File: config.mk
export PLATFORM = sky130hd
export DESIGN_NAME = i2c_master_bitbang_engine_flat
export DESIGN_NICKNAME = d
export VERILOG_FILES = /design/src/rtl/i2cm_pkg.sv /design/src/rtl/i2cm_if.sv /design/src/rtl/i2c_master_bitbang_engine.sv /design/src/flat_wrapper.sv
export SDC_FILE = /design/constraint.sdc
export NUM_CORES = 1
export LEC_CHECK = 0
export BUFFER_PORTS_ARGS = -buffer_cell sky130_fd_sc_hd__clkbuf_2
export CAP_MARGIN = 10
export CORE_MARGIN = 1.5
export CORE_UTILIZATION = 30
export CTS_BUF_LIST = sky130_fd_sc_hd__clkbuf_4
export CTS_CLUSTER_SIZE = 25
export DETAILED_ROUTE_END_ITERATION = 8
export SYNTH_ARGS = -nofsm -noshare
export SYNTH_HDL_FRONTEND = slang
export SYNTH_SLANG_ARGS = --single-unit
export TNS_END_PERCENT = 10
File: constraint.sdc
create_clock -name clk -period 4.8 [get_ports clk]
set_input_delay 0 -clock clk [delete_from_list [all_inputs] [get_ports clk]]
set_output_delay 0 -clock clk [all_outputs]
set_load 0.03 [all_outputs]
File: src/rtl/i2cm_pkg.sv
// i2cm_pkg: shared widths, reset values and the result word type of the
// bit-bang I2C master. Used by the channel interfaces and the engine.
package i2cm_pkg;

  localparam int PAYLOAD_DEPTH = 8;
  localparam int PL_AW = (PAYLOAD_DEPTH > 1) ? $clog2(PAYLOAD_DEPTH) : 1;

  localparam int FUNC_W   = 3;
  localparam int BYTE_W   = 8;
  localparam int BIDX_W   = 3;
  localparam int LEN_W    = 4;
  localparam int STATUS_W = 2;
  localparam int ATT_W    = 3;
  localparam int RCLK_W   = 4;
  localparam int CFG_IDX_W = 2;

  localparam logic [BYTE_W-1:0] WR_ADDR_RST = 8'h88;
  localparam logic [BYTE_W-1:0] RD_ADDR_RST = 8'h89;
  localparam logic [ATT_W-1:0]  MAX_ATT_RST = 3'd3;
  localparam logic [RCLK_W-1:0] REC_CLK_RST = 4'd10;

  typedef struct packed {
    logic                scl_level;
    logic                sda_release;
    logic [BYTE_W-1:0]   read_data;
    logic                read_valid;
    logic                read_last;
    logic                done_res;
    logic [STATUS_W-1:0] status;
    logic                busy_res;
  } i2cm_res_t;

endpackage

File: src/rtl/i2cm_if.sv
// i2cm_if: valid/ready channel interfaces of the bit-bang I2C master
// (command input, result output, register write). Depends on i2cm_pkg.
interface i2cm_in_if;
  import i2cm_pkg::*;
  logic              valid;
  logic              ready;
  logic [FUNC_W-1:0] func;
  logic              sda_in;
  logic [BYTE_W-1:0] byte_value;
  logic [BIDX_W-1:0] byte_index;
  logic [LEN_W-1:0]  length;
  modport source(output valid, func, sda_in, byte_value, byte_index, length, input ready);
  modport sink(input valid, func, sda_in, byte_value, byte_index, length, output ready);
endinterface

interface i2cm_out_if;
  import i2cm_pkg::*;
  logic                valid;
  logic                ready;
  logic                scl_level;
  logic                sda_release;
  logic [BYTE_W-1:0]   read_data;
  logic                read_valid;
  logic                read_last;
  logic                done_res;
  logic [STATUS_W-1:0] status;
  logic                busy_res;
  modport source(output valid, scl_level, sda_release, read_data, read_valid, read_last,
                 done_res, status, busy_res, input ready);
  modport sink(input valid, scl_level, sda_release, read_data, read_valid, read_last,
               done_res, status, busy_res, output ready);
endinterface

interface i2cm_cfg_if;
  import i2cm_pkg::*;
  logic                 valid;
  logic                 ready;
  logic [CFG_IDX_W-1:0] index;
  logic [BYTE_W-1:0]    data;
  modport source(output valid, index, data, input ready);
  modport sink(input valid, index, data, output ready);
endinterface

File: src/rtl/i2c_master_bitbang_engine.sv
// i2c_master_bitbang_engine: tick-driven I2C master, bus sequencer plus a
// two-entry result buffer. Depends on i2cm_pkg and the i2cm_*_if interfaces.
//
// Usage:
//   in_ch carries one command word per handshake: a tick (one bus delay
//   period, sda_in sampled on it), a payload byte load, a write start, a
//   read start or a bus recovery request. Commands other than ticks take
//   no bus time; pins only move on ticks.
//   out_ch returns exactly one word for each accepted input word: SCL level,
//   SDA drive, a received byte with valid/last flags, done, status and busy.
//   cfg_ch writes write_address (0), read_address (1), max_attempts (2) and
//   recovery_clocks (3); cfg_ch.ready is always high, write only while idle.
// Result path and throughput:
//   a word's result is registered in the output or skid register; one word
//   is accepted every cycle unless in_ch.ready is low. The sequencer step is
//   a single combinational pass between the state registers and the output register.
// Stall:
//   an output register plus a skid register hold up to two results, so a
//   word is still taken in the cycle the receiver first stalls; in_ch.ready
//   drops only while both are full.
// Reset (rst_n low, synchronous): sequencer idle, SCL high, SDA high,
//   registers back to 0x88/0x89/3/10, result buffer empty. Payload bytes
//   are not cleared.
module i2c_master_bitbang_engine (
  input  logic       clk,
  input  logic       rst_n,
  i2cm_in_if.sink    in_ch,
  i2cm_out_if.source out_ch,
  i2cm_cfg_if.sink   cfg_ch
);
  import i2cm_pkg::*;

  localparam logic [FUNC_W-1:0] FN_TICK  = 3'd0;
  localparam logic [FUNC_W-1:0] FN_LOAD  = 3'd1;
  localparam logic [FUNC_W-1:0] FN_WRITE = 3'd2;
  localparam logic [FUNC_W-1:0] FN_READ  = 3'd3;
  localparam logic [FUNC_W-1:0] FN_REC   = 3'd4;

  localparam logic [CFG_IDX_W-1:0] CFG_WR_ADDR = 2'd0;
  localparam logic [CFG_IDX_W-1:0] CFG_RD_ADDR = 2'd1;
  localparam logic [CFG_IDX_W-1:0] CFG_MAX_ATT = 2'd2;
  localparam logic [CFG_IDX_W-1:0] CFG_REC_CLK = 2'd3;

  localparam logic [3:0] PH_IDLE   = 4'd0;
  localparam logic [3:0] PH_START  = 4'd1;
  localparam logic [3:0] PH_WBIT   = 4'd2;
  localparam logic [3:0] PH_WACK   = 4'd3;
  localparam logic [3:0] PH_GAP    = 4'd4;
  localparam logic [3:0] PH_RPRE   = 4'd5;
  localparam logic [3:0] PH_RBIT   = 4'd6;
  localparam logic [3:0] PH_RACK   = 4'd7;
  localparam logic [3:0] PH_STOP   = 4'd8;
  localparam logic [3:0] PH_REC    = 4'd9;
  localparam logic [3:0] PH_RECEND = 4'd10;

  localparam logic [STATUS_W-1:0] ST_OK      = 2'd0;
  localparam logic [STATUS_W-1:0] ST_NAK     = 2'd1;
  localparam logic [STATUS_W-1:0] ST_REC_ERR = 2'd2;

  // configuration
  logic [BYTE_W-1:0] wr_addr_r, rd_addr_r;
  logic [ATT_W-1:0]  max_att_r;
  logic [RCLK_W-1:0] rec_clk_r;

  // sequencer state
  logic [3:0]        phase_r, phase_nxt;
  logic [2:0]        sub_r, sub_nxt;
  logic [3:0]        bit_cnt_r, bit_cnt_nxt;
  logic [LEN_W-1:0]  byte_cnt_r, byte_cnt_nxt;
  logic [ATT_W-1:0]  att_cnt_r, att_cnt_nxt;
  logic [BYTE_W-1:0] shift_r, shift_nxt;
  logic              nak_r, nak_nxt;
  logic [RCLK_W-1:0] rec_cnt_r, rec_cnt_nxt;
  logic              is_read_r, is_read_nxt;
  logic [LEN_W-1:0]  xfer_len_r, xfer_len_nxt;
  logic              scl_r, scl_nxt;
  logic              sda_latch_r, sda_latch_nxt;
  logic              sda_float_r, sda_float_nxt;

  logic [BYTE_W-1:0] payload_r [PAYLOAD_DEPTH];
  logic              pl_we;

  // result buffer
  i2cm_res_t res;
  i2cm_res_t out_r, skid_r;
  logic      out_valid_r, skid_valid_r;

  logic              acc, take;
  logic [LEN_W-1:0]  len_c;
  logic [3:0]        bit_inc;
  logic [LEN_W:0]    byte_inc;
  logic [ATT_W-1:0]  att_lim;
  logic [RCLK_W-1:0] rec_lim;
  logic              last_byte;

  assign in_ch.ready  = !skid_valid_r;
  assign cfg_ch.ready = 1'b1;
  assign acc  = in_ch.valid && in_ch.ready;
  assign take = out_valid_r && out_ch.ready;

  assign bit_inc   = bit_cnt_r + 4'd1;
  assign byte_inc  = {1'b0, byte_cnt_r} + {{LEN_W{1'b0}}, 1'b1};
  assign att_lim   = (max_att_r == '0) ? ATT_W'(1) : max_att_r;
  assign rec_lim   = (rec_clk_r == '0) ? RCLK_W'(1) : rec_clk_r;
  assign last_byte = byte_inc >= {1'b0, xfer_len_r};

  always_comb begin
    phase_nxt     = phase_r;
    sub_nxt       = sub_r;
    bit_cnt_nxt   = bit_cnt_r;
    byte_cnt_nxt  = byte_cnt_r;
    att_cnt_nxt   = att_cnt_r;
    shift_nxt     = shift_r;
    nak_nxt       = nak_r;
    rec_cnt_nxt   = rec_cnt_r;
    is_read_nxt   = is_read_r;
    xfer_len_nxt  = xfer_len_r;
    scl_nxt       = scl_r;
    sda_latch_nxt = sda_latch_r;
    sda_float_nxt = sda_float_r;
    pl_we         = 1'b0;
    len_c         = in_ch.length;
    res           = '0;

    priority if (in_ch.func == FN_LOAD) begin
      pl_we = int'(in_ch.byte_index) < PAYLOAD_DEPTH;
    end else if (in_ch.func == FN_WRITE || in_ch.func == FN_READ) begin
      if (phase_r == PH_IDLE) begin
        is_read_nxt = in_ch.func == FN_READ;
        if (!is_read_nxt && int'(in_ch.length) > PAYLOAD_DEPTH) begin
          len_c = LEN_W'(PAYLOAD_DEPTH);
        end
        xfer_len_nxt = len_c;
        att_cnt_nxt  = ATT_W'(1);
        phase_nxt    = PH_START;
        sub_nxt      = '0;
        bit_cnt_nxt  = '0;
        byte_cnt_nxt = '0;
        nak_nxt      = 1'b0;
      end
    end else if (in_ch.func == FN_REC) begin
      if (phase_r == PH_IDLE) begin
        phase_nxt   = PH_REC;
        sub_nxt     = '0;
        rec_cnt_nxt = '0;
      end
    end else if (in_ch.func == FN_TICK) begin
      unique case (phase_r)
        PH_START: begin
          if (sub_r == 3'd0) begin
            scl_nxt = 1'b1; sda_latch_nxt = 1'b1; sda_float_nxt = 1'b0; sub_nxt = 3'd1;
          end else if (sub_r == 3'd1) begin
            sda_latch_nxt = 1'b0; sda_float_nxt = 1'b0; sub_nxt = 3'd2;
          end else begin
            scl_nxt     = 1'b0;
            shift_nxt   = is_read_r ? rd_addr_r : wr_addr_r;
            bit_cnt_nxt = '0;
            phase_nxt   = PH_WBIT;
            sub_nxt     = '0;
          end
        end
        PH_WBIT: begin
          if (sub_r == 3'd0) begin
            scl_nxt = 1'b0; sub_nxt = 3'd1;
          end else if (sub_r == 3'd1) begin
            sda_latch_nxt = shift_r[BYTE_W-1]; sda_float_nxt = 1'b0; sub_nxt = 3'd2;
          end else begin
            scl_nxt     = 1'b1;
            shift_nxt   = {shift_r[BYTE_W-2:0], 1'b0};
            bit_cnt_nxt = bit_inc;
            sub_nxt     = '0;
            if (bit_inc >= 4'd8) begin
              bit_cnt_nxt = '0;
              phase_nxt   = PH_WACK;
            end
          end
        end
        PH_WACK: begin
          if (sub_r == 3'd0) begin
            scl_nxt = 1'b0; sub_nxt = 3'd1;
          end else if (sub_r == 3'd1) begin
            sda_float_nxt = 1'b1; sub_nxt = 3'd2;
          end else if (sub_r == 3'd2) begin
            scl_nxt = 1'b1;
            if (!is_read_r && in_ch.sda_in) nak_nxt = 1'b1;
            sub_nxt = 3'd3;
          end else if (sub_r == 3'd3) begin
            sub_nxt = 3'd4;
          end else begin
            scl_nxt       = 1'b0;
            sda_float_nxt = 1'b0;
            sub_nxt       = '0;
            phase_nxt = (is_read_r || byte_cnt_r < xfer_len_r) ? PH_GAP : PH_STOP;
          end
        end
        PH_GAP: begin
          sub_nxt = '0;
          if (is_read_r) begin
            phase_nxt = (xfer_len_r == '0) ? PH_STOP : PH_RPRE;
          end else begin
            shift_nxt = (int'(byte_cnt_r) < PAYLOAD_DEPTH) ?
                        payload_r[PL_AW'(byte_cnt_r)] : '0;
            byte_cnt_nxt = byte_inc[LEN_W-1:0];
            bit_cnt_nxt  = '0;
            phase_nxt    = PH_WBIT;
          end
        end
        PH_RPRE: begin
          scl_nxt       = 1'b0;
          sda_float_nxt = 1'b1;
          shift_nxt     = '0;
          bit_cnt_nxt   = '0;
          sub_nxt       = '0;
          phase_nxt     = PH_RBIT;
        end
        PH_RBIT: begin
          if (sub_r == 3'd0) begin
            scl_nxt = 1'b0; sub_nxt = 3'd1;
          end else if (sub_r == 3'd1) begin
            scl_nxt = 1'b1; sub_nxt = 3'd2;
          end else begin
            shift_nxt   = {shift_r[BYTE_W-2:0], in_ch.sda_in};
            bit_cnt_nxt = bit_inc;
            sub_nxt     = '0;
            if (bit_inc >= 4'd8) begin
              bit_cnt_nxt    = '0;
              res.read_data  = shift_nxt;
              res.read_valid = 1'b1;
              res.read_last  = last_byte;
              phase_nxt      = PH_RACK;
            end
          end
        end
        PH_RACK: begin
          if (sub_r == 3'd0) begin
            scl_nxt = 1'b0; sub_nxt = 3'd1;
          end else if (sub_r == 3'd1) begin
            sda_float_nxt = 1'b0; sub_nxt = 3'd2;
          end else if (sub_r == 3'd2) begin
            // ack all bytes but the last, nak the last
            sda_latch_nxt = last_byte; sda_float_nxt = 1'b0; sub_nxt = 3'd3;
          end else begin
            scl_nxt      = 1'b1;
            byte_cnt_nxt = byte_inc[LEN_W-1:0];
            sub_nxt      = '0;
            phase_nxt    = (byte_inc < {1'b0, xfer_len_r}) ? PH_RPRE : PH_STOP;
          end
        end
        PH_STOP: begin
          if (sub_r == 3'd0) begin
            scl_nxt = 1'b0; sda_latch_nxt = 1'b0; sda_float_nxt = 1'b0; sub_nxt = 3'd1;
          end else if (sub_r == 3'd1) begin
            scl_nxt = 1'b1; sub_nxt = 3'd2;
          end else begin
            sda_latch_nxt = 1'b1;
            sda_float_nxt = 1'b0;
            sub_nxt       = '0;
            if (!is_read_r && nak_r && att_cnt_r < att_lim) begin
              // resend the whole frame
              att_cnt_nxt  = att_cnt_r + ATT_W'(1);
              phase_nxt    = PH_START;
              bit_cnt_nxt  = '0;
              byte_cnt_nxt = '0;
              nak_nxt      = 1'b0;
            end else begin
              res.done_res = 1'b1;
              res.status   = (!is_read_r && nak_r) ? ST_NAK : ST_OK;
              phase_nxt    = PH_IDLE;
            end
          end
        end
        PH_REC: begin
          if (sub_r == 3'd0) begin
            scl_nxt       = 1'b1;
            sda_float_nxt = 1'b1;
            if (in_ch.sda_in) begin
              sda_latch_nxt = 1'b1;
              sda_float_nxt = 1'b0;
              phase_nxt     = PH_RECEND;
              sub_nxt       = '0;
            end else begin
              sub_nxt = 3'd1;
            end
          end else if (sub_r == 3'd1) begin
            scl_nxt = 1'b0; sub_nxt = 3'd2;
          end else begin
            scl_nxt     = 1'b1;
            rec_cnt_nxt = rec_cnt_r + RCLK_W'(1);
            sub_nxt     = '0;
            if (rec_cnt_nxt >= rec_lim) begin
              res.done_res = 1'b1;
              res.status   = ST_REC_ERR;
              phase_nxt    = PH_IDLE;
            end
          end
        end
        PH_RECEND: begin
          if (sub_r == 3'd0) begin
            scl_nxt = 1'b0; sub_nxt = 3'd1;
          end else begin
            scl_nxt       = 1'b1;
            sda_latch_nxt = 1'b1;
            sda_float_nxt = 1'b0;
            sub_nxt       = '0;
            res.done_res  = 1'b1;
            phase_nxt     = PH_IDLE;
          end
        end
        default: begin
        end
      endcase
    end else begin
      // unused command codes are ignored
    end

    res.scl_level   = scl_nxt;
    res.sda_release = sda_float_nxt | sda_latch_nxt;
    res.busy_res    = phase_nxt != PH_IDLE;
  end

  always_ff @(posedge clk) begin
    if (!rst_n) begin
      wr_addr_r <= WR_ADDR_RST;
      rd_addr_r <= RD_ADDR_RST;
      max_att_r <= MAX_ATT_RST;
      rec_clk_r <= REC_CLK_RST;
    end else if (cfg_ch.valid && cfg_ch.ready) begin
      unique case (cfg_ch.index)
        CFG_WR_ADDR: wr_addr_r <= cfg_ch.data;
        CFG_RD_ADDR: rd_addr_r <= cfg_ch.data;
        CFG_MAX_ATT: max_att_r <= cfg_ch.data[ATT_W-1:0];
        CFG_REC_CLK: rec_clk_r <= cfg_ch.data[RCLK_W-1:0];
      endcase
    end
  end

  always_ff @(posedge clk) begin
    if (!rst_n) begin
      phase_r     <= PH_IDLE;
      sub_r       <= '0;
      bit_cnt_r   <= '0;
      byte_cnt_r  <= '0;
      att_cnt_r   <= '0;
      shift_r     <= '0;
      nak_r       <= 1'b0;
      rec_cnt_r   <= '0;
      is_read_r   <= 1'b0;
      xfer_len_r  <= '0;
      scl_r       <= 1'b1;
      sda_latch_r <= 1'b1;
      sda_float_r <= 1'b0;
    end else if (acc) begin
      phase_r     <= phase_nxt;
      sub_r       <= sub_nxt;
      bit_cnt_r   <= bit_cnt_nxt;
      byte_cnt_r  <= byte_cnt_nxt;
      att_cnt_r   <= att_cnt_nxt;
      shift_r     <= shift_nxt;
      nak_r       <= nak_nxt;
      rec_cnt_r   <= rec_cnt_nxt;
      is_read_r   <= is_read_nxt;
      xfer_len_r  <= xfer_len_nxt;
      scl_r       <= scl_nxt;
      sda_latch_r <= sda_latch_nxt;
      sda_float_r <= sda_float_nxt;
    end
  end

  always_ff @(posedge clk) begin
    if (acc && pl_we) begin
      payload_r[PL_AW'(in_ch.byte_index)] <= in_ch.byte_value;
    end
  end

  // output register plus skid register
  always_ff @(posedge clk) begin
    if (!rst_n) begin
      out_valid_r  <= 1'b0;
      skid_valid_r <= 1'b0;
    end else if (skid_valid_r) begin
      if (take) begin
        out_valid_r  <= 1'b1;
        skid_valid_r <= 1'b0;
      end
    end else if (acc) begin
      if (!out_valid_r || take) begin
        out_valid_r <= 1'b1;
      end else begin
        skid_valid_r <= 1'b1;
      end
    end else if (take) begin
      out_valid_r <= 1'b0;
    end
  end

  always_ff @(posedge clk) begin
    if (skid_valid_r) begin
      if (take) out_r <= skid_r;
    end else if (acc) begin
      if (!out_valid_r || take) out_r <= res;
      else skid_r <= res;
    end
  end

  assign out_ch.valid       = out_valid_r;
  assign out_ch.scl_level   = out_r.scl_level;
  assign out_ch.sda_release = out_r.sda_release;
  assign out_ch.read_data   = out_r.read_data;
  assign out_ch.read_valid  = out_r.read_valid;
  assign out_ch.read_last   = out_r.read_last;
  assign out_ch.done_res    = out_r.done_res;
  assign out_ch.status      = out_r.status;
  assign out_ch.busy_res    = out_r.busy_res;

endmodule

File: src/flat_wrapper.sv
// flat-port wrapper written by rule: the top's interface ports become plain ports
module i2c_master_bitbang_engine_flat import i2cm_pkg::*;
  (clk, rst_n, in_ch_valid, in_ch_func, in_ch_sda_in, in_ch_byte_value, in_ch_byte_index, in_ch_length, in_ch_ready, out_ch_valid, out_ch_scl_level, out_ch_sda_release, out_ch_read_data, out_ch_read_valid, out_ch_read_last, out_ch_done_res, out_ch_status, out_ch_busy_res, out_ch_ready, cfg_ch_valid, cfg_ch_index, cfg_ch_data, cfg_ch_ready);
  i2cm_in_if in_ch_i ();
  i2cm_out_if out_ch_i ();
  i2cm_cfg_if cfg_ch_i ();
  input  logic clk;
  input  logic rst_n;
  input wire logic [$bits(in_ch_i.valid)-1:0] in_ch_valid;
  input wire logic [$bits(in_ch_i.func)-1:0] in_ch_func;
  input wire logic [$bits(in_ch_i.sda_in)-1:0] in_ch_sda_in;
  input wire logic [$bits(in_ch_i.byte_value)-1:0] in_ch_byte_value;
  input wire logic [$bits(in_ch_i.byte_index)-1:0] in_ch_byte_index;
  input wire logic [$bits(in_ch_i.length)-1:0] in_ch_length;
  output wire logic [$bits(in_ch_i.ready)-1:0] in_ch_ready;
  output wire logic [$bits(out_ch_i.valid)-1:0] out_ch_valid;
  output wire logic [$bits(out_ch_i.scl_level)-1:0] out_ch_scl_level;
  output wire logic [$bits(out_ch_i.sda_release)-1:0] out_ch_sda_release;
  output wire logic [$bits(out_ch_i.read_data)-1:0] out_ch_read_data;
  output wire logic [$bits(out_ch_i.read_valid)-1:0] out_ch_read_valid;
  output wire logic [$bits(out_ch_i.read_last)-1:0] out_ch_read_last;
  output wire logic [$bits(out_ch_i.done_res)-1:0] out_ch_done_res;
  output wire logic [$bits(out_ch_i.status)-1:0] out_ch_status;
  output wire logic [$bits(out_ch_i.busy_res)-1:0] out_ch_busy_res;
  input wire logic [$bits(out_ch_i.ready)-1:0] out_ch_ready;
  input wire logic [$bits(cfg_ch_i.valid)-1:0] cfg_ch_valid;
  input wire logic [$bits(cfg_ch_i.index)-1:0] cfg_ch_index;
  input wire logic [$bits(cfg_ch_i.data)-1:0] cfg_ch_data;
  output wire logic [$bits(cfg_ch_i.ready)-1:0] cfg_ch_ready;
  assign in_ch_i.valid = in_ch_valid;
  assign in_ch_i.func = in_ch_func;
  assign in_ch_i.sda_in = in_ch_sda_in;
  assign in_ch_i.byte_value = in_ch_byte_value;
  assign in_ch_i.byte_index = in_ch_byte_index;
  assign in_ch_i.length = in_ch_length;
  assign in_ch_ready = in_ch_i.ready;
  assign out_ch_valid = out_ch_i.valid;
  assign out_ch_scl_level = out_ch_i.scl_level;
  assign out_ch_sda_release = out_ch_i.sda_release;
  assign out_ch_read_data = out_ch_i.read_data;
  assign out_ch_read_valid = out_ch_i.read_valid;
  assign out_ch_read_last = out_ch_i.read_last;
  assign out_ch_done_res = out_ch_i.done_res;
  assign out_ch_status = out_ch_i.status;
  assign out_ch_busy_res = out_ch_i.busy_res;
  assign out_ch_i.ready = out_ch_ready;
  assign cfg_ch_i.valid = cfg_ch_valid;
  assign cfg_ch_i.index = cfg_ch_index;
  assign cfg_ch_i.data = cfg_ch_data;
  assign cfg_ch_ready = cfg_ch_i.ready;
  i2c_master_bitbang_engine u_core (.clk(clk), .rst_n(rst_n), .in_ch(in_ch_i), .out_ch(out_ch_i), .cfg_ch(cfg_ch_i));
endmodule
Yosys cells after proc, flatten, opt, wreduce, memory -nomap -nowiden
Memories as Yosys holds them, arrays and structs flattened. A register that Yosys moved wholly into a read port is not among the register bits.
Cells that the tools add are included.
Word-level totals
  flip-flop bits (word level): 96
  output and inout port bits: 19
  bits of input ports: 34
  logic and storage cells: 364
  memory bits (writable): 64
  memories: 1
Cells by class
  multiplexer cells: 204
  reduce and logical (&&, ||, !) cells: 55
  order comparisons: 8
  bitwise logic cells: 6
  add/subtract/negate cells: 4
  equality and inequality tests: 51
Memory list
  u_core.payload_r: depth 8, bits a word 8, rd ports 1, clocked after Yosys merged registers in 1, write ports 1, RTL line i2c_master_bitbang_engine.sv:80  | logic [BYTE_W-1:0] payload_r [PAYLOAD_DEPTH];
Operators by type and width (number)
  4-bit 2-to-1 mux: 59
  3-bit 2-to-1 mux: 28
  1-bit 2-to-1 mux: 82
  8-bit 2-to-1 mux: 9
  16-bit 2-to-1 mux: 4
  13-bit 2-to-1 mux: 4
  10-bit 2-to-1 mux: 4
  4-bit one-hot mux with 10 select lines: 1
  8-bit one-hot mux with 5 select lines: 1
  13-bit AND reduction: 3
  3-bit by 2-bit != test with 1-bit output (second input constant): 12
  4-bit one-hot mux with 5 select lines: 1
  2-bit != test (second input constant): 9
  3-bit one-hot mux with 6 select lines: 1
  4-bit by 3-bit equality test with 1-bit output (second input constant): 4
  1-bit one-hot mux with 8 select lines: 2
  2-bit nonzero test: 8
  14-bit AND reduction: 1
  3-bit by 2-bit equality test with 1-bit output (second input constant): 4
  4-bit equality test (second input constant): 3
  4-bit logical NOT: 3
  2-bit by 1-bit != test with 1-bit output (second input constant): 6
  4-bit one-hot mux with 3 select lines: 1
  3-bit logical NOT: 3
  other kinds (42): 75

Longest topological paths before layout
Gate-level depths: netlist of run 1.
  word-level depth: 16
  mapped depth: 10
  mapped depth without buffers: 10

Worst setup path before layout of run 1
No wires, ideal clock.
  path kind: register to register
  from: register u_core.rec_cnt_r[0]
  to: register u_core.out_r (netlist bit u_core.out_ch.busy_res) (data pin)
  arrival time: 2.130 ns
  stages on the path, launching flop included: 10
  period minus slack after synthesis: 2.391 ns
  slack: 2.409 ns
  cell sequence: dfxtp_1 ha_1 xor2_1 ha_1 o21a_1 o2bb2ai_1 o211a_1 o41ai_2 nand4_2 mux2_4
RTL lines
  start, declared: RTL line i2c_master_bitbang_engine.sv:73  | logic [RCLK_W-1:0] rec_cnt_r, rec_cnt_nxt;
  start signal, assigned: RTL line i2c_master_bitbang_engine.sv:360  | rec_cnt_r <= rec_cnt_nxt;
  end signal, assigned: RTL line i2c_master_bitbang_engine.sv:398  | if (take) out_r <= skid_r;
  end signal, assigned: RTL line i2c_master_bitbang_engine.sv:400  | if (!out_valid_r || take) out_r <= res;
  end, declared: RTL line i2c_master_bitbang_engine.sv:85  | i2cm_res_t out_r, skid_r;

==> results of run 1 <==
through the flow:
step / power, uW / area, sq um / worst slack [ns] / hold slack, ns
2_1_floorplan: 1729 / 8254 / 2.409 / 0.09564
3_3_place_gp: 1813 / 8748 / 2.099 / 0.2028
3_5_place_dp: 1813 / 8748 / 2.084 / 0.2027
4_1_cts: 2727 / 9478 / 2.043 / 0.0007967
5_1_grt: 2806 / 9483 / 1.828 / 0.01602
6_report: 2697 / 9483 / 2.036 / 0.04871
registers in the layout, indices dropped and copies added (netlist names), 2 cells and up, named ones only:
name and cells:
u_core.payload_r 64, u_core.skid_r 16, u_core.out_ch.read_data 8, u_core.rd_addr_r 8
u_core.shift_r 8, u_core.wr_addr_r 8, u_core.bit_cnt_r 4, u_core.byte_cnt_r 4
u_core.phase_r 4, u_core.rec_clk_r 4, u_core.rec_cnt_r 4, u_core.xfer_len_r 4
u_core.att_cnt_r 3, u_core.max_att_r 3, u_core.sub_r 3, u_core.out_ch.status 2
routing by layer:
metal	track usage, %	vias up
met4	5.668	0
met5	0	-
met1	18.77	2884
met2	25.67	158
li1	-	2896
met3	2.595	38
final cells by class:
class | count | share of cell area, %
Antenna cell | 2 | 0.05278
Clock buffer | 17 | 1.346
Clock inverter | 15 | 2.124
Inverter | 21 | 0.8312
Multi-Input combinational cell | 505 | 38.74
Sequential cell | 163 | 44.54
Tap cell | 341 | 4.499
Timing Repair Buffer | 103 | 7.864
cell usage in the layout (no fill, tap or decap), types with 13 or more instances in the layout:
master and count:
edfxtp_1 96, nor2_1 70, dfxtp_1 67, nand2_1 52
clkbuf_2 51, a21oi_1 43, dlygate4sd3_1 40, mux2i_1 35
o21ai_0 26, mux2_2 22, nor3_1 20, ha_1 18
inv_1 17, nand2b_1 17, clkbuf_4 17, mux4_2 16
and2_1 15, a211oi_1 13
cell usage after synthesis (5+ instances only):
library cell   n
buf_6          5
xor2_1         5
edfxtp_1      96
nor4_1         6
nand2b_1      17
o21a_1         7
a211oi_1      13
mux2i_1       35
nand2_1       52
buf_2         17
a21oi_1       43
dfxtp_1       67
o21ai_0       26
o21ai_1        7
a21o_1         6
nor2b_1        7
nand3_1       12
nand3b_1       5
nor3_1        21
a221oi_1      10
mux2_2        22
clkbuf_1      14
inv_1         17
and2_1        15
buf_1          5
nor2_1        70
mux4_2        16
ha_1          18
worst max-delay path by stage:
stage | from | to | slack (ns) | cells after the start
after detailed placement | u_core.rec_cnt_r[0]$_SDFFE_PN0P_ | u_core.out_ch.busy_res$_DFFE_PP_ | 2.08 | 9
after global placement | u_core.max_att_r[1]$_SDFFE_PN1P_ | u_core.bit_cnt_r[2]$_SDFFE_PN0P_ | 2.10 | 9
final | u_core.rec_cnt_r[0]$_SDFFE_PN0P_ | u_core.out_ch.busy_res$_DFFE_PP_ | 2.04 | 9
after global routing | u_core.byte_cnt_r[1]$_SDFFE_PN0P_ | u_core.out_ch.sda_release$_DFFE_PP_ | 1.83 | 10
after floorplan | u_core.rec_cnt_r[0]$_SDFFE_PN0P_ | u_core.out_ch.busy_res$_DFFE_PP_ | 2.41 | 9
after CTS | u_core.rec_cnt_r[0]$_SDFFE_PN0P_ | u_core.out_ch.busy_res$_DFFE_PP_ | 2.04 | 9
power by group:
group | internal (uW) | switching [uW] | leakage [uW] | total, uW
logic | 108 | 168 | 0.00187 | 276
clock network | 261 | 630 | 0.000171 | 891
registers | 1510 | 18.6 | 0.00140 | 1530
total | 1880 | 816 | 0.00344 | 2700
tightest hold or removal path, delay by kind of cell:
family	cells	cell delay [ns]
compound gates	2	0.21
buf+inv	1	0.20
simple gates	1	0.17
kinds of logic (layout without fill, tap and decap cells):
kind of cell / count (synthesis) / count (layout) / share of synthesized area [%]
and+or+nand+nor: 244 / 244 / 15.81
DFF: 163 / 163 / 51.17
AOI/OAI and AO/OA: 158 / 158 / 12.93
muxes: 75 / 75 / 11.98
buffers and inverters: 68 / 156 / 4.381
adders and majority gates: 18 / 18 / 2.729
xor gates and xnor gates: 9 / 9 / 0.9549
other: 1 / 3 / 0.04543
==> metrics, run 1 <==
Max Cap Violations 0; synthesis-stage register bit count 163; WP data arrival a little over 3 ns; cell count after synthesis 736; status complete, no violations; Min-Delay Endpoint u_core.nak_r$_SDFFE_PN0P_; Leakage Power 0.003441 uW; Reg clk slew, reported paths 0.16 ns; Crit path required time between 5 and 6 ns; htree depth 4; worst IR drop on VDD ~0.00022 V; max-slew violation count 0; hold-critical path depth 4; CTS Hold Buffers Added 40; worst r2r dst u_core.out_ch.busy_res$_DFFE_PP_; final setup fails 0; Reg2Reg Setup Slack between 2 and 2.5 ns; sequential share of the synthesized area 51.17%; die area around 29,000 sq um; DP Cell Count 1,093; wire length on met3 814 um; Post-synth EDFFs 96; Top FF cell, synth edfxtp_1; CP most frequent cell ha_1; layout cells sized above 1 19.78%; top post-synthesis cells by area edfxtp_1 (35%), dfxtp_1 (16%), mux4_2 (4.4%); share of Yosys cell area claimed by the top area cell type 34.92%; CTS tree yes; Top Ports 53; # fillers roughly 2,700; crit end category flip-flop; Final Skew 0.03911 ns; DRT iter0 DRCs ~420; DP Wirelength 14,390 um; Final Core Density 35.19%; pwr/cell area 284.4 nW/um^2; area grow syn2layout 14.89%; area of the core approximately 27,000 sq um; TNS Setup 0 ns; Worst-Skew Late Latency 0.59 ns; total CTS buffers 17; CP max stage cell o41ai_2; WL met2 approximately 10,000 um; remaining antenna violation count 0; DRT met1 WL 9089 um; Hold Vio Cnt, Final 0; GPL Wtd Cong 0.9377; Post-synth ARST share 0%; routed vias 5,976; Buffers on Ports 51; CTS Root Cell clkbuf_4; area leader, netlist edfxtp_1; Wirelength per Cell 17.81 um; syn_nets 788; synth unique cells 84; normalized max-slew margin 26.03%; first-pass GRT wire length approximately 33,000 um; Initial Util 30.63%; Post-route DRC 0; vias in the first global route ~5,900; Worst Tran Pin Value 1.108 ns; CP bufs+invs 0; synthesized area 8254 sq um; number of cell rows 60; initial antenna violation count 1; Die W 168.9 um; Crit path largest cell delay 0.50 ns; largest net degree at the start of global routing 47; WL final 20,780 um; global route total overflow 0; Clock Path Buffers 2; HP Start in_ch_func[1]; DR pass1 iterations 5; kind of critical path flip-flop to flip-flop; RR Startpoint u_core.rec_cnt_r[0]$_SDFFE_PN0P_; critical path cell sequence ha_1 -> xor2_1 -> ha_1 -> o21a_1 -> o2bb2ai_1 -> o211a_1 -> o41ai_2 -> nand4_2 -> mux2_4; cts repair resizes 0; Non-Filler Instances 1,167; final worst path period share 57.58%; Ys Warns 0; min cycle time layout 2.764 ns; Multi-input gate area 3674 sq um; Hold WC Path Type input pin to flip-flop; storage element area ~4200 sq um; critical path peak fanout 4; Mapped Avg Cell Area 11.21 sq um; Via-to-Cell Ratio 5.121; # clock sinks 163; RSZ-0062 raised after global routing no; final net count 863; GRT Total Usage 14.95%; top sig layer met4; Post-CTS Setup Inserts 0; Reg2Reg Depth 9; crit start category flip-flop; Top delay family on crit path compound AO/OA/AOI/OAI gates; Die Y approximately 170 um; Max Clk Rate around 360 MHz
(Power assumes the default switching activity.)
==> run 2: changes to the inputs <==
ABC_AREA = 1   (was unset)
clock period = 2.4 ns   (was 4.8 ns; I/O delays follow)
==> run 2 against run 1 <==
Net effect: register-to-register slack got worse by 1.9 ns; global-route usage rose by 1.6 points; setup slack got worse by 2.0 ns; largest cell class unchanged; routed wire length rose by 9.1%; critical path type is now input pin to flip-flop.
==> metrics, run 2 <==
WL met2 10,560 um; Synth Area in Compound Gates ~14%; cell area after layout 9658 sq um; TNS Setup 0 ns; GRT Total Usage between 10% and 20%; Biggest register u_core.payload_r; status complete, no violations; CTS tree yes; global route total overflow 0; synth unique cells 46; area leader, netlist edfxtp_1; routed vias between 7,000 and 8,000; vias in the first global route approximately 6,900; Post-route DRC 0; Post-synth EDFFs 96; top sig layer met4; Reg power frac 55.9%; max-slew violation count 0; number of cell rows 59; wire length on met3 1072 um; Crit path required time 2.94 ns; Ys Warns 0; most common cell after layout, fill and taps aside nor2_1; syn_nets about 1,000; CP startpoint cfg_ch_index[0]; Reg clk slew, reported paths roughly 0.16 ns; crit end category flip-flop; Hold Vio Cnt, Final 0; largest family of logic cells by synthesized area simple AND/OR/NAND/NOR gates; Top FF cell, synth edfxtp_1; Reg2Reg Depth 11; WP data arrival 2.89 ns; layout cells sized above 1 between 10% and 20%; total CTS buffers 17; Worst Tran Pin Value 0.8272 ns; Max Clk Rate 424.7 MHz; Commonest cells post-synth nor2_1 (170), nand2_1 (167), inv_1 (103); largest net degree at the start of global routing 34; final setup fails 0; internal power around 3800 uW; sequential share of the synthesized area 52.92%; Top Ports 53; count leader, synth nor2_1; worst r2r dst u_core.out_ch.busy_res$_DFFE_PP_; kind of critical path input pin to flip-flop; CTS Root Cell clkbuf_4; DP Wirelength 16,220 um; Non-Filler Instances ~1,400; RR Startpoint u_core.sub_r[2]$_SDFFE_PN0P_; Clock Path Buffers 2; htree depth 4; Die W 166.1 um; Worst-Skew Late Latency 0.58 ns; top flop regs u_core.payload_r x64, u_core.skid_r x16; pwr/cell area 569.6 nW/um^2; commonest non-fill, non-tap cells in the layout nor2_1 (169), nand2_1 (163), inv_1 (103); DRT met1 WL around 10,000 um; Net Sw Frac 31.42%; DP Area 8867 sq um; Leakage Power between 0.003 and 0.004 uW; DP Cell Count 1,356; Max Cap Violations 0; Via-to-Cell Ratio 4.943; Worst Setup EP u_core.rd_addr_r[7]$_SDFFE_PN1P_; top post-synthesis cells by area edfxtp_1 (36%), dfxtp_1 (17%), nor2_1 (8.0%); ant diodes 0; WL final 22,670 um; Clk pwr share 30.1%; worst IR drop on VDD ~0.00031 V; remaining antenna violation count 0; multiplexer share of the synthesized area 0%; post-synthesis simple-gate area fraction 23.24%; die area 27,600 sq um; Final Skew about 0.026 ns; max FFs per register 64; Die Y 166.1 um; Reg2Reg Setup Slack about 0.10 ns; synthesis-stage register bit count 163; normalized max-slew margin 44.80%; critical path peak fanout 9; cell count after synthesis 954; final net count 1,137; XOR/XNOR share of the synthesized area 0.5486%; P_sw 1729 uW; Mapped Avg Cell Area 8.368 sq um; GPL Wtd Cong 0.8842; synthesized area about 8000 sq um; Wirelength per Cell 15.82 um; Buffers on Ports 51; RSZ-0062 raised after global routing yes; Post-synth ARST share 0%; DRT iter0 DRCs 614; Hold WC Path Type input pin to flip-flop; area of the core between 20,000 and 30,000 sq um; DR pass1 iterations 5; Hold Slack about 0.21 ns; first-pass GRT wire length 36,000 um; # clock sinks 163; Power, Total between 5000 and 6000 uW; final worst path period share approximately 98%; adder-cell share of the synthesized area between 2 and 3%; min cycle time layout 2.355 ns; Initial Util a little under a third; initial antenna violation count 0; crit start category input pin; combinational power share 14.0%; share of Yosys cell area claimed by the top area cell type 36.11%; area grow syn2layout 20.99%
[run 2: how the worst min path moves through the flow]
stage | from | endpoint | slack, ns | cells past startpoint
floorplan | in_ch_byte_value[0] | u_core.payload_r[0][0]$_DFFE_PP_ | 0.1 | 0
global placement | cfg_ch_data[7] | u_core.wr_addr_r[7]$_SDFFE_PN1P_ | 0.24 | 3
detailed placement | cfg_ch_data[4] | u_core.rd_addr_r[4]$_SDFFE_PN0P_ | 0.26 | 3
CTS | in_ch_byte_value[3] | u_core.payload_r[4][3]$_DFFE_PP_ | 0.18 | 2
global route | in_ch_byte_value[3] | u_core.payload_r[4][3]$_DFFE_PP_ | 0.18 | 2
finish | cfg_ch_data[4] | u_core.rd_addr_r[4]$_SDFFE_PN0P_ | 0.21 | 4
[run 2: repair_timing]
item / 4_1_cts / 5_1_grt
hold buffers: 44 / 0
endpoints found under the setup margin: 0 / 5
endpoints found under the hold margin: 168 / 0
gates resized for setup: 0 / 19
setup buffers: 0 / 1
[run 2: metrics by stage]
stage          setup slack (ns)  util, %
4_1_cts                 0.06860    36.82
3_5_place_dp            0.09205    34.03
5_1_grt                -0.04260    37.06
3_3_place_gp             0.1550    34.03
6_report                0.04529    37.06
2_1_floorplan            0.3176        -
[run 2: power by group through the flow]
stage / combinational, uW / sequential, uW / clock, uW
detailed placement: 703 / 3140 / 0
global placement: 703 / 3140 / 0
floorplan: 396 / 3170 / 0
finish: 772 / 3070 / 1650
global route: 852 / 3080 / 1820
CTS: 759 / 3080 / 1710
[run 2: cell families after synthesis]
logic type	after synthesis
buffers and inverters	137
adders and majority gates	18
xor gates and xnor gates	5
DFF	163
AOI/OAI and AO/OA	194
and+or+nand+nor	436
other	1
[run 2: critical path: stages]
cell	delay, ns
dlygate4sd3_1	0.55
clkbuf_2	0.13
inv_1	0.06
nor3_1	0.18
dlygate4sd3_1	0.58
buf_4	0.16
nand2_1	0.05
dlygate4sd3_1	0.55
nand3_1	0.07
dlygate4sd3_1	0.54
[run 2: metal layers]
metal,up-vias,GRT usage [%]
li1,3484,-
met4,0,5.954
met5,-,0
met3,45,3.074
met2,211,27.03
met1,3344,21.94
[run 2: cell type report]
class | instances | area, sq um
fillers | 2668 | 16400
well taps | 335 | 419.2
flip-flops and latches | 163 | 4234
clock inverters | 15 | 158.9
inverters | 112 | 420.4
repair buffers | 137 | 1023
clock buffers | 17 | 127.6
multi-input cells | 654 | 3274
==> run 3: changes to the inputs <==
CORE_UTILIZATION = 35   (was 30)
==> run 3 against run 2 <==
Net effect: final cell count fell by 3.7%; die area fell by 14%; register-to-register slack improved by 0.02 ns; utilization rose by 5.6 points; critical path depth rose by 7; count of clock-buffer cells in the layout did not move; critical endpoint is now u_core.out_ch.busy_res$_DFFE_PP_; largest cell class unchanged; largest power group unchanged; highest routed layer unchanged.
==> metrics, run 3 (synthesized netlist as in run 2, its figures left out) <==
status complete, no violations; # fillers ~2,200; crit end category flip-flop; worst IR drop on VDD roughly 0.00037 V; htree depth 4; max FFs per register 64; CTS tree yes; Max Clk Rate roughly 440 MHz; initial antenna violation count 1; CP startpoint u_core.byte_cnt_r[1]$_SDFFE_PN0P_; Post-route DRC 0; global route total overflow 0; DRT iter0 DRCs 619; CP max stage cell dfxtp_4; Reg clk slew, reported paths approximately 0.16 ns; RSZ-0062 raised after global routing yes; Max Cap Violations 0; Crit path largest cell delay ~0.39 ns; CTS Root Cell clkbuf_4; Worst-Skew Late Latency 0.59 ns; pwr/cell area 580.9 nW/um^2; Buffers on Ports ~50; layout cells sized above 1 15.81%; area grow syn2layout 20.22%; Biggest register u_core.payload_r; Initial Util 35.47%; kind of critical path flip-flop to flip-flop; Die W ~150 um; Reg2Reg Depth 17; Hold WC Path Type input pin to flip-flop; normalized max-slew margin 51.23%; Leakage Power between 0.003 and 0.004 uW; final setup fails 0; Crit path required time 2.75 ns; Worst Setup EP u_core.out_ch.busy_res$_DFFE_PP_; Top Ports 53; Final Core Density between 40% and 50%; area of the core 22,500 sq um; GPL Wtd Cong approximately 0.94; final net count between 1,000 and 1,500; WP data arrival 2.63 ns; Hold Vio Cnt, Final 0; first-pass GRT wire length around 34,000 um; Top delay family on crit path simple AND/OR/NAND/NOR gates; Die Y 154.0 um; routed vias between 7,000 and 8,000; DP Area roughly 8800 sq um; Wirelength per Cell 15.75 um; WL final ~22,000 um; vias in the first global route 6,438; CP bufs+invs 2; # clock sinks 163; GRT Total Usage 18.41%; Reg2Reg Setup Slack 0.12 ns; cell area after layout roughly 9600 sq um; CP most frequent cell nand2_1; largest net degree at the start of global routing 34; Crit path depth 17; final worst path period share 94.94%; number of cell rows 55; Final Skew 0.03594 ns; DP Wirelength ~16,000 um; top flop regs u_core.payload_r x64, u_core.skid_r x16; max-slew violation count 0; Clock Path Buffers 2; Via-to-Cell Ratio 5.081; die area 23,720 sq um; critical path cell sequence ha_4 -> xor2_2 -> ha_1 -> nand2_1 -> inv_2 -> nand2_2 -> nand3_2 -> buf_4 -> a21oi_1 -> nor2_1 -> nand2_1 -> nand2_1 -> nand2_1 -> nand2_1 -> nand3_2 -> nand2_1 -> nand2_1; min cycle time layout around 2.3 ns; crit start category flip-flop; DR pass1 iterations 8; critical path peak fanout 4; RR Startpoint u_core.byte_cnt_r[1]$_SDFFE_PN0P_; commonest non-fill, non-tap cells in the layout nor2_1 (169), nand2_1 (164), inv_1 (102); most common cell after layout, fill and taps aside nor2_1; hold-critical path depth 4; worst r2r dst u_core.out_ch.busy_res$_DFFE_PP_; Worst Tran Pin Value 0.7267 ns; total CTS buffers 17; remaining antenna violation count 0
-- run 3: what timing repair did --
item	in CTS	in global routing
buffers inserted	0	1
gates resized for setup	0	25
hold buffers	44	0
hold endpoints to repair	176	0
endpoints found under the setup margin	0	6
-- run 3: per-stage QoR --
step / setup TNS [ns] / hold slack, ns / setup slack, ns / total power, uW / instances
3_3_place_gp: 0 / 0.2400 / 0.1064 / 3830 / 1302
6_report: 0 / 0.2035 / 0.1215 / 5575 / 1380
2_1_floorplan: 0 / 0.09887 / 0.3176 / 3570 / 954
3_5_place_dp: 0 / 0.2369 / 0.05176 / 3828 / 1302
5_1_grt: -0.04305 / 0.1932 / -0.02510 / 5799 / 1380
4_1_cts: 0 / 0.1872 / 0.05320 / 5593 / 1378
-- run 3: per-layer routing --
| layer | track usage, % | up-vias | share of wire (%) |
|---|---|---|---|
| met5 | 0 | - | 0 |
| met4 | 8.137 | 0 | 3.1 |
| met2 | 29.50 | 224 | 46 |
| li1 | - | 3470 | - |
| met1 | 24.25 | 3268 | 46 |
| met3 | 3.467 | 50 | 5.5 |
-- run 3: power breakdown --
part | internal (uW) | switching [uW]
Combinational | 258 | 502
Sequential | 3030 | 43.9
Clock | 581 | 1160
Total | 3870 | 1710
-- run 3: final cells by class --
cell class,count,area (sq um),share of cell area [%]
repair buffers,133,980.9,10.22
multi-input cells,654,3291,34.29
diodes,1,2.502,0.02608
flip-flops and latches,163,4239,44.17
clock buffers,17,127.6,1.330
clock inverters,15,178.9,1.864
well taps,285,356.6,3.716
inverters,112,420.4,4.381
-- run 3: how the worst min path moves through the flow --
stage                              from                           endpoint
CTS                     in_ch_length[2]  u_core.xfer_len_r[2]$_SDFFE_PN0P_
floorplan           in_ch_byte_value[0]   u_core.payload_r[0][0]$_DFFE_PP_
detailed placement       cfg_ch_data[7]   u_core.rd_addr_r[7]$_SDFFE_PN1P_
global placement         cfg_ch_data[7]   u_core.rd_addr_r[7]$_SDFFE_PN1P_
global route            in_ch_length[2]  u_core.xfer_len_r[2]$_SDFFE_PN0P_
finish                   cfg_ch_data[5]   u_core.rd_addr_r[5]$_SDFFE_PN0P_
-- run 3: tightest hold or removal path, stage by stage --
cell and delay [ns]:
dlygate4sd3_1 0.52, clkbuf_2 0.11, nor2_1 0.04, nor2_1 0.09
